File: config.mk
export PLATFORM = sky130hd
export DESIGN_NAME = keypad_code_lock
export DESIGN_NICKNAME = d
export VERILOG_FILES = /design/src/klk_pkg.sv /design/src/klk_fsm.sv /design/src/keypad_code_lock.sv
export SDC_FILE = /design/constraint.sdc
export NUM_CORES = 1
export LEC_CHECK = 0
export BUFFER_PORTS_ARGS = -buffer_cell sky130_fd_sc_hd__buf_2
export CORE_MARGIN = 2
export CORE_UTILIZATION = 59
export CTS_CLUSTER_DIAMETER = 100
export DETAILED_ROUTE_END_ITERATION = 10
export PLACE_DENSITY = 0.87
export SYNTH_ARGS = -nofsm -noshare
export SYNTH_HDL_FRONTEND = slang
export SYNTH_SLANG_ARGS = --single-unit
File: constraint.sdc
create_clock -name clk -period 2.4 [get_ports clk]
set_input_delay 0.24 -clock clk [delete_from_list [all_inputs] [get_ports clk]]
set_output_delay 0.24 -clock clk [all_outputs]
set_load 0.01 [all_outputs]
File: src/klk_pkg.sv
// Shared definitions for the keypad code lock: code length, key codes,
// status codes and the result record. No dependencies.
`default_nettype none
package klk_pkg;

	localparam int CODE_LENGTH = 4;
	localparam int POS_W = $clog2(CODE_LENGTH + 1);
	localparam int IDX_W = (CODE_LENGTH > 1) ? $clog2(CODE_LENGTH) : 1;

	localparam logic [7:0] KEY_ACCESS = 8'd1;
	localparam logic [7:0] KEY_CHANGE = 8'd2;
	localparam logic [7:0] KEY_ENTER  = 8'd13;
	localparam logic [7:0] KEY_CLEAR  = 8'd76;
	localparam logic [7:0] KEY_CANCEL = 8'd67;

	localparam logic [3:0] ST_IGNORED   = 4'd0;
	localparam logic [3:0] ST_TAKEN     = 4'd1;
	localparam logic [3:0] ST_INVALID   = 4'd2;
	localparam logic [3:0] ST_WRONG     = 4'd3;
	localparam logic [3:0] ST_GRANTED   = 4'd4;
	localparam logic [3:0] ST_CLEARED   = 4'd5;
	localparam logic [3:0] ST_CANCELLED = 4'd6;
	localparam logic [3:0] ST_OLD_OK    = 4'd7;
	localparam logic [3:0] ST_CHANGED   = 4'd8;
	localparam logic [3:0] ST_MODE      = 4'd9;

	typedef struct packed {
		logic [3:0] status;
		logic       echo_valid;
		logic [7:0] echo_key;
		logic       open_door;
		logic       store_write;
		logic [1:0] store_index;
		logic [7:0] store_value;
	} klk_result_t;

endpackage
`default_nettype wire

File: src/klk_fsm.sv
// Lock sequencer: mode, position, match count and stored code, plus the
// result decode for the key held in the input stage. Uses klk_pkg.
`default_nettype none
module klk_fsm (
	input  wire logic               clk,
	input  wire logic               arst_n,
	input  wire logic               fire,
	input  wire logic [7:0]         key,
	output klk_pkg::klk_result_t    res
);
	import klk_pkg::*;

	localparam logic [2:0] M_MENU     = 3'd0;
	localparam logic [2:0] M_DA_ENTRY = 3'd1;
	localparam logic [2:0] M_DA_WAIT  = 3'd2;
	localparam logic [2:0] M_CP_OLD   = 3'd3;
	localparam logic [2:0] M_OLD_WAIT = 3'd4;
	localparam logic [2:0] M_CP_NEW   = 3'd5;
	localparam logic [2:0] M_CP_DONE  = 3'd6;

	localparam logic [POS_W-1:0] LEN = POS_W'(CODE_LENGTH);

	logic [2:0]       mode_q, mode_d;
	logic [POS_W-1:0] pos_q, pos_d;
	logic [POS_W-1:0] match_q, match_d;
	logic [7:0]       store_q [CODE_LENGTH];

	logic [POS_W-1:0] pos_inc;
	logic             in_range;
	logic             hit;
	logic             write_en;

	assign pos_inc  = pos_q + POS_W'(1);
	assign in_range = (pos_q < LEN);
	assign hit      = in_range && (store_q[pos_q[IDX_W-1:0]] == key);

	always_comb begin
		mode_d   = mode_q;
		pos_d    = pos_q;
		match_d  = match_q;
		write_en = 1'b0;
		res      = '0;
		unique case (mode_q)
			M_MENU: begin
				if (key == KEY_ACCESS) begin
					mode_d = M_DA_ENTRY; pos_d = '0; match_d = '0;
					res.status = ST_MODE;
				end else if (key == KEY_CHANGE) begin
					mode_d = M_CP_OLD; pos_d = '0; match_d = '0;
					res.status = ST_MODE;
				end else begin
					res.status = ST_INVALID;
				end
			end
			M_DA_ENTRY: begin
				if (key == KEY_CLEAR) begin
					pos_d = '0; match_d = '0;
					res.status = ST_CLEARED;
				end else if (key == KEY_CANCEL) begin
					mode_d = M_MENU; pos_d = '0; match_d = '0;
					res.status = ST_CANCELLED;
				end else begin
					// enter fills a position without matching or echo
					if (key != KEY_ENTER) begin
						res.echo_valid = 1'b1;
						res.echo_key   = key;
						if (hit) match_d = match_q + POS_W'(1);
					end
					pos_d = pos_inc;
					res.status = ST_TAKEN;
					if (pos_inc >= LEN) mode_d = M_DA_WAIT;
				end
			end
			M_DA_WAIT: begin
				if (key == KEY_ENTER) begin
					pos_d = '0; match_d = '0;
					if (match_q == LEN) begin
						mode_d = M_MENU;
						res.status    = ST_GRANTED;
						res.open_door = 1'b1;
					end else begin
						mode_d = M_DA_ENTRY;
						res.status = ST_WRONG;
					end
				end else if (key == KEY_CLEAR) begin
					mode_d = M_DA_ENTRY; pos_d = '0; match_d = '0;
					res.status = ST_CLEARED;
				end
			end
			M_CP_OLD: begin
				res.echo_valid = 1'b1;
				res.echo_key   = key;
				if (hit) match_d = match_q + POS_W'(1);
				pos_d = pos_inc;
				res.status = ST_TAKEN;
				if (pos_inc >= LEN) mode_d = M_OLD_WAIT;
			end
			M_OLD_WAIT: begin
				if (key == KEY_ENTER) begin
					pos_d = '0; match_d = '0;
					if (match_q == LEN) begin
						mode_d = M_CP_NEW;
						res.status = ST_OLD_OK;
					end else begin
						mode_d = M_CP_OLD;
						res.status = ST_WRONG;
					end
				end
			end
			M_CP_NEW: begin
				write_en          = in_range;
				res.store_write   = 1'b1;
				res.store_index   = 2'(pos_q);
				res.store_value   = key;
				res.echo_valid    = 1'b1;
				res.echo_key      = key;
				res.status        = ST_TAKEN;
				pos_d = pos_inc;
				if (pos_inc >= LEN) mode_d = M_CP_DONE;
			end
			M_CP_DONE: begin
				if (key == KEY_ENTER) begin
					mode_d = M_MENU; pos_d = '0; match_d = '0;
					res.status = ST_CHANGED;
				end
			end
			default: begin
				mode_d = M_MENU; pos_d = '0; match_d = '0;
			end
		endcase
	end

	always_ff @(posedge clk or negedge arst_n) begin
		if (!arst_n) begin
			mode_q  <= M_MENU;
			pos_q   <= '0;
			match_q <= '0;
			for (int i = 0; i < CODE_LENGTH; i++) store_q[i] <= '0;
		end else if (fire) begin
			mode_q  <= mode_d;
			pos_q   <= pos_d;
			match_q <= match_d;
			if (write_en) store_q[pos_q[IDX_W-1:0]] <= key;
		end
	end

endmodule
`default_nettype wire

File: src/keypad_code_lock.sv
// Keypad code lock top level: input stage, sequencer and result register.
// Uses klk_pkg and klk_fsm.
//
// Usage: one key code per input transfer (in_valid high, in_stall low at a
// rising edge). Every key gives exactly one result transfer on the output
// channel (out_valid high, out_stall low): status, echo of the key, a
// door-open pulse on grant, and a store write strobe with index and value
// while a new code is being entered.
// Flow: a key lands in the input stage at its transfer edge; its result
// is registered when the key moves on to the result register, which
// waits while out_stall holds an earlier result. Throughput: one key per
// cycle while out_stall is low; the mode, position and match count update
// at the same edge at which the result is registered.
// Stall: while out_stall holds a result, the next key waits in the input
// stage and in_stall rises only when that stage is full and cannot move.
// Reset (arst_n low): mode returns to the menu, position and match count
// clear, the stored code becomes all zeros and both stages empty.
`default_nettype none
module keypad_code_lock (
	input  wire logic       clk,
	input  wire logic       arst_n,
	input  wire logic       in_valid,
	output logic            in_stall,
	input  wire logic [7:0] key_code,
	output logic            out_valid,
	input  wire logic       out_stall,
	output logic [3:0]      status,
	output logic            echo_valid,
	output logic [7:0]      echo_key,
	output logic            open_door,
	output logic            store_write,
	output logic [1:0]      store_index,
	output logic [7:0]      store_value
);
	import klk_pkg::*;

	logic        valid_s1;
	logic [7:0]  key_s1;
	logic        valid_s2;
	klk_result_t res_s2;
	klk_result_t res_c;
	logic        advance;

	// move the held key into the result register when that register is free
	assign advance  = valid_s1 && (!valid_s2 || !out_stall);
	assign in_stall = valid_s1 && !advance;

	klk_fsm u_fsm (
		.clk    (clk),
		.arst_n (arst_n),
		.fire   (advance),
		.key    (key_s1),
		.res    (res_c)
	);

	always_ff @(posedge clk or negedge arst_n) begin
		if (!arst_n) begin
			valid_s1 <= 1'b0;
		end else if (!in_stall) begin
			valid_s1 <= in_valid;
		end
	end

	always_ff @(posedge clk) begin
		if (!in_stall && in_valid) key_s1 <= key_code;
	end

	always_ff @(posedge clk or negedge arst_n) begin
		if (!arst_n) begin
			valid_s2 <= 1'b0;
		end else if (advance) begin
			valid_s2 <= 1'b1;
		end else if (!out_stall) begin
			valid_s2 <= 1'b0;
		end
	end

	always_ff @(posedge clk) begin
		if (advance) res_s2 <= res_c;
	end

	assign out_valid   = valid_s2;
	assign status      = res_s2.status;
	assign echo_valid  = res_s2.echo_valid;
	assign echo_key    = res_s2.echo_key;
	assign open_door   = res_s2.open_door;
	assign store_write = res_s2.store_write;
	assign store_index = res_s2.store_index;
	assign store_value = res_s2.store_value;

endmodule
`default_nettype wire
# Word level (Yosys, flattened, before mapping)
# Index checks and enable logic that the tools add are counted.
[totals] input_bits=12 word_cells=120 out_inout_bits=27 register_bits=76
[op_classes] muxes=52 bitwise=2 n_reduce_logical=18 add_sub_neg=2 eq_ne=25 order_cmp=4
[ops] op="two-way mux 3 bit" count=26
[ops] op="bitwise mux 32 bit" count=1
[ops] op="two-way mux 9 bit" count=3
[ops] op="two-way mux 4 bit" count=6
[ops] op="two-way mux 8 bit" count=3
[ops] op="case mux 4 bit (6 select lines)" count=1
[ops] op="case mux 3 bit (7 select lines)" count=1
[ops] op="case mux 3 bit (6 select lines)" count=1
[ops] op="case mux 9 bit (2 select lines)" count=1
[ops] op="binary-select mux 8 bit (select 2 bit)" count=1
[ops] op="demux 8 bit (select 2 bit)" count=1
[ops] op="equality test 8 x 7 -> 1 bit, second input constant" count=2
[ops] op="case mux 3 bit (5 select lines)" count=1
[ops] op="equality test 3 bit, second input constant" count=4
[ops] op="!= test 2 x 1 -> 1 bit, second input constant" count=6
[ops] op="two-way mux 11 bit" count=1
[ops] op="!= test 3 x 1 -> 1 bit, second input constant" count=3
[ops] op="AND reduction 9 bit" count=1
[ops] op="equality test 8 x 1 -> 1 bit, second input constant" count=1
[ops] op="equality test 8 x 2 -> 1 bit, second input constant" count=1
[ops] op="equality test 8 x 4 -> 1 bit, second input constant" count=1
[ops] op="equality test 8 bit" count=1
[ops] op="!= test 8 x 4 -> 1 bit, second input constant" count=1
[ops] op="adder 3 x 1 -> 3 bit, second input constant" count=2
[ops] op="18 further kinds" count=33

# Longest topological paths before layout
# Gate-level depths: netlist of the first run.
[logic_depth] ltp_word=11 mapped_depth=8 depth_no_buf=7

# By module
# From an unflattened synthesis of the first run, not the netlist that was laid out.
[unflattened] cells_unflattened=294 hier_area_um2=3684.8
[by_module_without_submodules] mod="klk_fsm" area_per_inst_um2=2601.2 n_inst=1 cells_each=253
[by_module_without_submodules] mod="keypad_code_lock" area_per_inst_um2=1083.5 n_inst=1 cells_each=41

# Least setup slack after synthesis of the first run
# Ideal clock, no wire load.
[synth_timing] path_kind="flip-flop to flip-flop" start="reg valid_s2, in the netlist out_valid" end="reg u_fsm.store_q[18] in the netlist's numbering" path_buffers=0 period_less_slack_ns=1.990 path_stages_with_launch=6 required_time_ns=2.272 slack_ns=0.410 arrival_ns=1.862 cell_sequence="dfrtp_1 > a21boi_4 > nand2_1 > nor2_1 > nand2_1 > mux2_1"
[synth_between] elab_chain_cells=4
[synth_rtl] element="start, declared" line_no="keypad_code_lock.sv:39" source="logic valid_s2;"
[synth_rtl] element="start signal, assigned" line_no="keypad_code_lock.sv:70" source="valid_s2 <= 1'b0;"
[synth_rtl] element="start signal, assigned" line_no="keypad_code_lock.sv:72" source="valid_s2 <= 1'b1;"
[synth_rtl] element="start signal, assigned" line_no="keypad_code_lock.sv:74" source="valid_s2 <= 1'b0;"
[synth_rtl] element="zero test 1 bit" line_no="keypad_code_lock.sv:45" source="assign advance = valid_s1 && (!valid_s2 || !out_stall);"
[synth_rtl] element="logical OR 1 bit" line_no="keypad_code_lock.sv:45"
[synth_rtl] element="logical AND 1 bit" line_no="keypad_code_lock.sv:45"
[synth_rtl] element="named net advance" line_no="keypad_code_lock.sv:42" source="logic advance;"
[synth_rtl] element="AND reduction 2 bit (no source line)"
[synth_rtl] element="end signal, assigned by index" line_no="klk_fsm.sv:143" source="if (write_en) store_q[pos_q[IDX_W-1:0]] <= key;"
[synth_rtl] element="end, declared" line_no="klk_fsm.sv:26" source="logic [7:0] store_q [CODE_LENGTH];"
# The timed path passes the listed nets, and every way through them passes these cells.
# A chain may end at the register's enable or synchronous reset.

# Worst setup path after layout of the first run
[layout_timing] start="reg u_fsm.pos_q[0]" end="reg u_fsm.match_q[2]"
[layout_between] elab_chain_cells=11 word_cells_on_any_way=12 classes_between="1 x order compare; 1 x eq/ne; 8 x mux; 1 x bitwise; 1 x reduce/logical"
[layout_rtl] element="start, declared" line_no="klk_fsm.sv:24" source="logic [POS_W-1:0] pos_q, pos_d;"
[layout_rtl] element="start signal, assigned" line_no="klk_fsm.sv:141" source="pos_q <= pos_d;"
[layout_rtl] element="inverter 2 -> 3 bit (not written as such)" line_no="klk_fsm.sv:35" source="assign hit = in_range && (store_q[pos_q[IDX_W-1:0]] == key);"
[layout_rtl] element="binary-select mux 8 bit (select 2 bit)" line_no="klk_fsm.sv:35"
[layout_rtl] element="two-way mux 8 bit (not written as such) (2 in series)" line_no="klk_fsm.sv:35"
[layout_rtl] element="equality test 8 bit" line_no="klk_fsm.sv:35"
[layout_rtl] element="logical AND 1 bit (*)" line_no="klk_fsm.sv:35"
[layout_rtl] element="two-way mux 3 bit (*)"
[layout_rtl] element="two-way mux 3 bit (3 in series)"
[layout_rtl] element="case mux 3 bit (6 select lines) (*)"
[layout_rtl] element="end signal, assigned" line_no="klk_fsm.sv:142" source="match_q <= match_d;"
[layout_rtl] element="end, declared" line_no="klk_fsm.sv:25" source="logic [POS_W-1:0] match_q, match_d;"
# Mark *: on every way between the ends. The rest lies on a longest branch, timed or not. The select of a mux whose other input is x is not followed.

==> results_dict.tcl, run 1 <==
set metrics [dict create \
    cts-hold-fix-buffers 0 \
    min_path_type "input pin to asynchronous set/reset pin" \
    pin_count 39 \
    cts_resized 0 \
    cp_max_fo 13 \
    multi_input_comb_area_um2 1580 \
    initial_core_util_pct 60.7 \
    layout.area.seq_um2 2070 \
    filler_cell_count 480 \
    fmax_mhz 448 \
    final_min_period_over_clock_period_pct 92.9 \
    yosysSeqAreaShare_pct 53.9 \
    post_synth.cell_area_avg_um2 13.1 \
    unrepaired_setup_endpoints_after_global_routing "no" \
    antenna_left 0 \
    globalRouteTotalUtil_pct 22.8 \
    floorplan.core_area_um2 6310 \
    cp_data_required_time_ns 2.64 \
    run_status "finished clean" \
    grt_pass1_vias 2514 \
    synth.cell_area_um2 3830 \
    wire_per_inst_um 18.1 \
    power.ir.vdd_worst_v 0.000563 \
    antenna_violations_before_repair 0 \
    vias_cell 5.89 \
    tritoncts.num_buffers 9 \
    clk_pin_slew_worst_paths_ns 0.08 \
    later_pin_clock_latency_in_the_skew_report_ns 0.36 \
    cts.repair_timing.setup_buffer_count 0 \
    synth_edf_count 33 \
    grt_max_degree 44 \
    ys_seq_elements 76 \
    startpoint_type "flop" \
    globalRouteOverflowTotal 0 \
    netlist_top_cells_count "dfrtp_1, edfxtp_1, mux2_2, nand2_1, and2_1" \
    synth_top_flop_cell "dfrtp_1" \
    drt_first_pass_iters 4 \
    drt-initial-drc-count 186 \
    area_growth_pct 11.2 \
    dieArea_um2 7160 \
    synth.top_cell.area_share_pct 28.1 \
    die_w_um 84.6 \
    power_density_nw_per_um2 1010 \
    finalSetupTns_ns 0 \
    post_synthesis_cell_type_with_the_largest_combined_area "dfrtp_1" \
    critPathArrivalTime_ns 2.47 \
    cts.sink_count 76 \
    antenna-diode-count 0 \
    gp_congestion 0.866 \
    cap_violations 0 \
    cts_tree "done" \
    num-nets-final 353 \
    static_leakage_nw 1.90 \
    grt_first_pass_wirelength_um 12500 \
    ctsRootBufferMaster "clkbuf_8" \
    most_common_cell_in_the_netlist "dfrtp_1" \
    placement.io_buffers 38 \
    max_slew_margin_pct 36.5 \
    chipHeight_um 84.6 \
    dp_hpwl_um 5150 \
    timing.clock.skew_ns 0.00950 \
    count_of_final_max_slew_check_failures 0 \
    synthTopCellsByArea "dfrtp_1, edfxtp_1, mux2_2" \
    design_power_total_mw 4.32 \
    criticalPathCategory "flop to flop" \
    num_rows 29 \
    critical_path.endpoint_type "flop" \
    cts_max_path_buffers 2 \
    syn-num-nets 311 \
    htree_num_levels 3 \
    async_sr_flop_fraction_pct 56.6 \
    tightest_slew_ns 0.953 \
    hold_violations 0 \
    routed_wirelength_um 7540 \
    vias 2456 \
    post_layout_minimum_cycle_time_ns 2.23 \
    report.final.setup_viol 0 \
    yosys.cell_types.count 55 \
    route.detailed.drc 0 \
    yosys_warnings 0 \
    syn_inst 293 \
    post_route_cells_drive_above_1_share_pct 33.2 \
]
==> state kept, by name (all words and copies together), names as in the netlist <==
| signal | cells |
|---|---|
| u_fsm.store_q | 32 |
| echo_key | 8 |
| key_s1 | 8 |
| store_value | 8 |
| status | 4 |
| u_fsm.match_q | 3 |
| u_fsm.mode_q | 3 |
| u_fsm.pos_q | 3 |
| store_index | 2 |
| echo_valid | 1 |
| open_door | 1 |
| out_valid | 1 |
| store_write | 1 |
| valid_s1 | 1 |
==> layout make-up <==
| class | count | share of cell area (%) |
|---|---|---|
| clock buffers | 9 | 2.91 |
| clock inverters | 7 | 2.14 |
| inverters | 8 | 0.704 |
| multi-input cells | 191 | 37.1 |
| flip-flops and latches | 76 | 48.5 |
| well taps | 77 | 2.26 |
| repair buffers | 49 | 6.40 |
==> metrics by stage <==
stage          hold WS [ns]  util [%]  setup slack [ns]  cells  instance area, um^2
6_report             0.0284      67.5             0.169    417                 4260
5_1_grt              0.0473      67.5            0.0126    417                 4260
4_1_cts              0.0470      67.4             0.163    416                 4260
3_5_place_dp          0.418      64.0             0.225    400                 4040
3_3_place_gp          0.416      64.0             0.274    400                 4040
2_1_floorplan       -0.0556         -             0.410    293                 3830
==> worst max-delay path: stages, from the launching register on <==
cell and delay [ns]:
dfrtp_1 0.63, mux4_1 0.64, xnor2_1 0.15, nand4_1 0.15
a21oi_2 0.25, nand4_1 0.14, mux2i_1 0.14
==> placed cells by master, fill, tap and decap left out, drive strengths merged, types with 8 or more instances in the layout <==
cell type  count
a21oi          9
and2          17
buf           49
clkbuf         9
dfrtp         43
edfxtp        33
inv            8
mux2          32
mux2i         13
nand2         19
nor2           9
o21ai         20
xor2           9
==> path summary, 6_finish.rpt <==
check / slack [ns] / from / end / depth (start not counted)
max: 0.17 / u_fsm.pos_q[0]$_DFFE_PN0P_ / u_fsm.match_q[2]$_DFFE_PN0P_ / 6
min: 0.03 / arst_n / u_fsm.store_q[7]$_DFFE_PN0P_ / 1
max reg2reg: 0.17 / u_fsm.pos_q[0]$_DFFE_PN0P_ / u_fsm.match_q[2]$_DFFE_PN0P_ / 6
min reg2reg: 0.49 / valid_s1$_DFFE_PN0N_ / out_valid$_DFFE_PN0P_ / 1
max in group asynchronous: 1.78 / arst_n / u_fsm.store_q[20]$_DFFE_PN0P_ / 1
min in group clk: 0.06 / key_code[7] / key_s1[7]$_DFFE_PP_ / 1
==> layer usage <==
| layer | part of all wire, % | vias to the layer above | global-route usage (%) |
|---|---|---|---|
| met5 | 0 | - | 0 |
| met4 | 2.8 | 0 | 11.5 |
| met3 | 7.6 | 20 | 6.10 |
| met2 | 49 | 103 | 36.1 |
| met1 | 41 | 1189 | 29.2 |
| li1 | - | 1144 | - |
==> where the power goes <==
part           internal [mW]  switching [mW]
Clock                  0.581           0.482
Combinational          0.629           0.690
Sequential              1.68           0.255
Total                   2.89            1.43
==> cell families after synthesis <==
family	Yosys count	synth area share [%]
AND/OR/NAND/NOR	78	13.3
flip-flops	76	53.9
multiplexers	48	14.6
AO/OA/AOI/OAI	46	8.35
buffers and inverters	26	4.86
XOR/XNOR	13	2.97
adder cells (fa/ha/maj)	6	1.96
No activity file was read; power rests on OpenSTA's default activity.
==> run 2: changes to the inputs <==
GPL_TIMING_DRIVEN = 0   (was unset)
HOLD_SLACK_MARGIN = 0.05   (was unset)
==> run 2 against run 1 <==
First-iteration DRC count grew 44%. Combinational power up 14%. Maximum frequency rose by 1.1%. Utilization increased by 1.5 points. Clock skew is 0.0046 ns higher. Sequential power down 5%. Worst setup slack gained 0.025 ns. Critical path depth is 1 lower. Hold slack lost 0.0082 ns. Largest power group unchanged. Power increased by 3.2%. Global-route usage shrank 0.57 points. Final cell count increased by 1.9%.
==> results_dict.tcl, run 2 (synthesis results as in run 1) <==
set metrics [dict create \
    run_status "finished clean" \
    hold_ws_ns 0.0202 \
    post_route_cells_drive_above_1_share_pct 34.2 \
    tritoncts.num_buffers 9 \
    mostFrequentLayoutCells "buf_2, dfrtp_1, edfxtp_1" \
    p_comb_share_pct 34.0 \
    startpoint_type "flop" \
    finish.instance_area_um2 4360 \
    cp_max_fo 14 \
    htree_num_levels 3 \
    criticalPathCategory "flop to flop" \
    fmax_mhz 453 \
    antenna_left 0 \
    chipHeight_um 84.6 \
    num_rows 29 \
    floorplan.core_area_um2 6310 \
    area_growth_pct 13.6 \
    die_w_um 84.6 \
    min_path_type "input pin to asynchronous set/reset pin" \
    route.detailed.drc 0 \
    drt_first_pass_iters 5 \
    grt_pass1_vias 2495 \
    cts.sink_count 76 \
    cts_max_path_buffers 2 \
    largest-register "u_fsm.store_q" \
    num-nets-final 361 \
    finalSetupTns_ns 0 \
    vias 2533 \
    max_slew_margin_pct 35.6 \
    dp_hpwl_um 5060 \
    antenna-diode-count 0 \
    unrepaired_setup_endpoints_after_global_routing "no" \
    tightest_slew_ns 0.966 \
    globalRouteTotalUtil_pct 22.3 \
    wire_per_inst_um 18.0 \
    hold_violations 0 \
    grt_first_pass_wirelength_um 12400 \
    timing.clock.skew_ns 0.0141 \
    initial_core_util_pct 60.7 \
    post_layout_minimum_cycle_time_ns 2.21 \
    dieArea_um2 7160 \
    cp_data_required_time_ns 2.65 \
    vias_cell 5.96 \
    grt_max_degree 44 \
    gp_congestion 0.954 \
    drt-initial-drc-count 268 \
    placement.io_buffers 38 \
    globalRouteOverflowTotal 0 \
    reg2reg_setup_slack_ns 0.19 \
    design_internal_power_mw 2.97 \
    switching_share_pct 33.4 \
    routed_wirelength_um 7660 \
    later_pin_clock_latency_in_the_skew_report_ns 0.36 \
    pin_count 39 \
    power.ir.vdd_worst_v 0.000691 \
    largest_reg_flops 32 \
    power.share.sequential_pct 41.3 \
    antenna_violations_before_repair 0 \
    p_clk_share_pct 24.7 \
    report.final.setup_viol 0 \
    count_of_final_max_slew_check_failures 0 \
    cap_violations 0 \
    ctsRootBufferMaster "clkbuf_8" \
    static_leakage_nw 1.94 \
    postPlaceCellArea_um2 4120 \
    cts_tree "done" \
    critical_path.endpoint_type "flop" \
    cts.repair_timing.setup_buffer_count 0 \
    critPathArrivalTime_ns 2.45 \
    clk_pin_slew_worst_paths_ns 0.09 \
    power.switching_mw 1.49 \
    power_density_nw_per_um2 1020 \
    final_min_period_over_clock_period_pct 91.9 \
]
[run 2: worst max-delay path: stages (launching register included)]
cell and delay [ns]:
dfrtp_1 0.50, a21boi_4 0.50, nand2_1 0.10, nor2_1 0.22, nand2_1 0.34, mux2_1 0.42
[run 2: layout make-up]
cell class              instances  area, um^2
multi-input cells             192        1590
flip-flops and latches         76        2070
clock buffers                   9         124
fillers                       451        1960
plain buffers                  18         156
clock inverters                 7        98.8
well taps                      77        96.3
repair buffers                 38         190
inverters                       8        30.0
[run 2: path summary, 6_finish.rpt]
check	endpoint	start	cells past startpoint
worst max register to register	u_fsm.store_q[2]$_DFFE_PN0P_	out_valid$_DFFE_PN0P_	5
worst min-delay path	u_fsm.mode_q[2]$_DFFE_PN0P_	arst_n	1
max in group asynchronous	u_fsm.store_q[11]$_DFFE_PN0P_	arst_n	1
worst min register to register	u_fsm.store_q[19]$_DFFE_PN0P_	u_fsm.store_q[19]$_DFFE_PN0P_	1
worst max-delay path	u_fsm.store_q[2]$_DFFE_PN0P_	out_valid$_DFFE_PN0P_	5
min in group clk	key_s1[7]$_DFFE_PP_	key_code[7]	1
[run 2: repair_timing]
action,CTS,global route
hold buffers,0,0
hold endpoints to repair,0,0
endpoints found under the setup margin,0,32
resized for setup,0,0
[run 2: through the flow]
step           worst slack [ns]  util, %  total power, mW  instances
5_1_grt                  0.0963     69.0             4.66        425
3_5_place_dp             0.0183     65.3             3.35        408
4_1_cts                 0.00972     68.8             4.42        424
3_3_place_gp             0.0990     65.3             3.26        408
6_report                  0.194     69.0             4.45        425
2_1_floorplan             0.410        -             2.98        293
[run 2: power groups by stage]
stage / clock, mW / combinational, mW / sequential [mW]
3_3_place_gp: 0 / 1.42 / 1.84
2_1_floorplan: 0 / 1.12 / 1.85
6_report: 1.10 / 1.51 / 1.84
3_5_place_dp: 0 / 1.48 / 1.86
4_1_cts: 1.10 / 1.49 / 1.83
5_1_grt: 1.15 / 1.64 / 1.87
[run 2: routing by layer]
metal  track usage (%)  up-vias  routed length, um
met5                 0        -                  0
met4              11.3        0                278
met3              5.01       30                589
met2              35.4      136               3630
met1              28.9     1202               3160
li1                  -     1165                  -
==> run 3: changes to the inputs <==
CORE_UTILIZATION = 60   (was 59)
CTS_BUF_LIST = sky130_fd_sc_hd__clkbuf_8   (was unset)
CTS_CLUSTER_SIZE = 14   (was unset)
PLACE_DENSITY = 0.88   (was 0.87)
==> run 3 against run 2 <==
Hold slack gained 0.018 ns. Cell area grew 3.2%. Sequential cell count is the same. Sequential power is essentially flat. Clock skew shrank 0.0056 ns. Highest routed layer unchanged. Utilization grew 2.7 points. Clock-buffer cell count is the same. Power grew 5.3%.
==> results_dict.tcl, run 3 (synthesis results as in run 1) <==
set metrics [dict create \
    cts_max_path_buffers 2 \
    hold_violations 0 \
    cts.sink_count 76 \
    vias 2636 \
    mostFrequentLayoutCells "buf_2, dfrtp_1, edfxtp_1" \
    design_internal_power_mw 3.20 \
    cts_resized 0 \
    critical_path.endpoint_type "flop" \
    dp_hpwl_um 5150 \
    die_w_um 83.9 \
    routed_wirelength_um 8200 \
    grt_first_pass_wirelength_um 13100 \
    design_power_total_mw 4.69 \
    grt_max_degree 44 \
    p_clk_share_pct 27.5 \
    htree_num_levels 3 \
    antenna-diode-count 0 \
    grt_pass1_vias 2612 \
    gp_congestion 0.880 \
    num_rows 29 \
    count_of_final_max_slew_check_failures 0 \
    route.detailed.drc 0 \
    cts_tree "done" \
    criticalPathCategory "flop to flop" \
    cap_violations 0 \
    dieArea_um2 7050 \
    finalSetupTns_ns 0 \
    post_route_cells_drive_above_1_share_pct 35.1 \
    wire_per_inst_um 18.8 \
    timing.clock.skew_ns 0.00850 \
    timing.final.ws_setup_ns 0.174 \
    switching_share_pct 31.8 \
    layout.area.seq_um2 2070 \
    area_growth_pct 17.3 \
    power_density_nw_per_um2 1040 \
    startpoint_type "flop" \
    drt-initial-drc-count 368 \
    clk_pin_slew_worst_paths_ns 0.08 \
    min_path_type "input pin to asynchronous set/reset pin" \
    globalRouteOverflowTotal 0 \
    power.ir.vdd_worst_v 0.000661 \
    antenna_violations_before_repair 0 \
    hold_ws_ns 0.0378 \
    later_pin_clock_latency_in_the_skew_report_ns 0.36 \
    final_min_period_over_clock_period_pct 92.7 \
    chipHeight_um 83.9 \
    post_place_worst_slack_ns -0.0279 \
    post_layout_minimum_cycle_time_ns 2.23 \
    antenna_left 0 \
    power.share.sequential_pct 39.4 \
    max_slew_margin_pct 35.7 \
    largest_reg_flops 32 \
    floorplan.core_area_um2 6280 \
    vias_cell 6.05 \
    tightest_slew_ns 0.965 \
    initial_core_util_pct 61.1 \
    power.switching_mw 1.49 \
    largest-register "u_fsm.store_q" \
    run_status "finished clean" \
    fmax_mhz 449 \
    cp_max_fo 10 \
    finalCoreUtilization_pct 71.6 \
    report.final.setup_viol 0 \
    placement.io_buffers 38 \
    globalRouteTotalUtil_pct 24.9 \
    num-nets-final 372 \
    static_leakage_nw 2.02 \
    critPathArrivalTime_ns 2.46 \
    multi_input_comb_area_um2 1590 \
    unrepaired_setup_endpoints_after_global_routing "no" \
    p_comb_share_pct 33.1 \
    ctsRootBufferMaster "clkbuf_8" \
    cp_data_required_time_ns 2.64 \
    tritoncts.num_buffers 9 \
    pin_count 39 \
    drt_first_pass_iters 5 \
    filler_cell_count 405 \
]
[run 3: worst max-delay path, cell delays in order (launching register included)]
cell	delay, ns
edfxtp_1	0.42
buf_2	0.26
and4b_1	0.26
a311oi_1	0.38
nand4_1	0.21
a21oi_2	0.28
nand4_1	0.16
mux2i_1	0.14
[run 3: area by class of cell]
cell class,count,area share [%]
Buffer,18,3.48
Clock buffer,9,2.75
Clock inverter,7,3.28
Inverter,8,0.668
Multi-Input combinational cell,192,35.4
Sequential cell,76,46.0
Tap cell,77,2.14
Timing Repair Buffer,49,6.29
[run 3: power by group through the flow]
stage          logic [mW]  registers [mW]  clock network, mW
6_report             1.55            1.85               1.29
5_1_grt              1.69            1.87               1.37
4_1_cts              1.52            1.84               1.31
3_5_place_dp         1.49            1.86                  0
3_3_place_gp         1.44            1.84                  0
2_1_floorplan        1.12            1.85                  0
[run 3: through the flow]
step	instances	cell area, um^2
after floorplan	293	3830
after global placement	408	4120
after detailed placement	408	4120
after CTS	426	4410
after global routing	436	4500
final	436	4500
[run 3: per-layer routing]
layer  wire [um]  vias up  GRT usage (%)
met4         299        0           15.1
met5           0        -              0
met3         550       28           5.04
met2        3900      145           39.2
met1        3440     1277           31.8
li1            -     1186              -
[run 3: path summary, 6_finish.rpt]
check,start,endpoint,slack (ns),cells after the start
setup / recovery,key_s1[1]$_DFFE_PP_,u_fsm.match_q[2]$_DFFE_PN0P_,0.17,7
hold / removal,arst_n,u_fsm.mode_q[2]$_DFFE_PN0P_,0.04,1
setup reg to reg,key_s1[1]$_DFFE_PP_,u_fsm.match_q[2]$_DFFE_PN0P_,0.17,7
hold reg to reg,u_fsm.store_q[11]$_DFFE_PN0P_,u_fsm.store_q[11]$_DFFE_PN0P_,0.51,1
max in group asynchronous,arst_n,u_fsm.store_q[25]$_DFFE_PN0P_,1.77,1
min in group clk,key_code[3],key_s1[3]$_DFFE_PP_,0.06,1
[run 3: timing repair]
item	in CTS	in global routing
hold buffers	1	3
buffers inserted	0	7
setup endpoints to repair	4	2
pin swaps	1	1
gates cloned	1	0
endpoints found under the hold margin	1	3
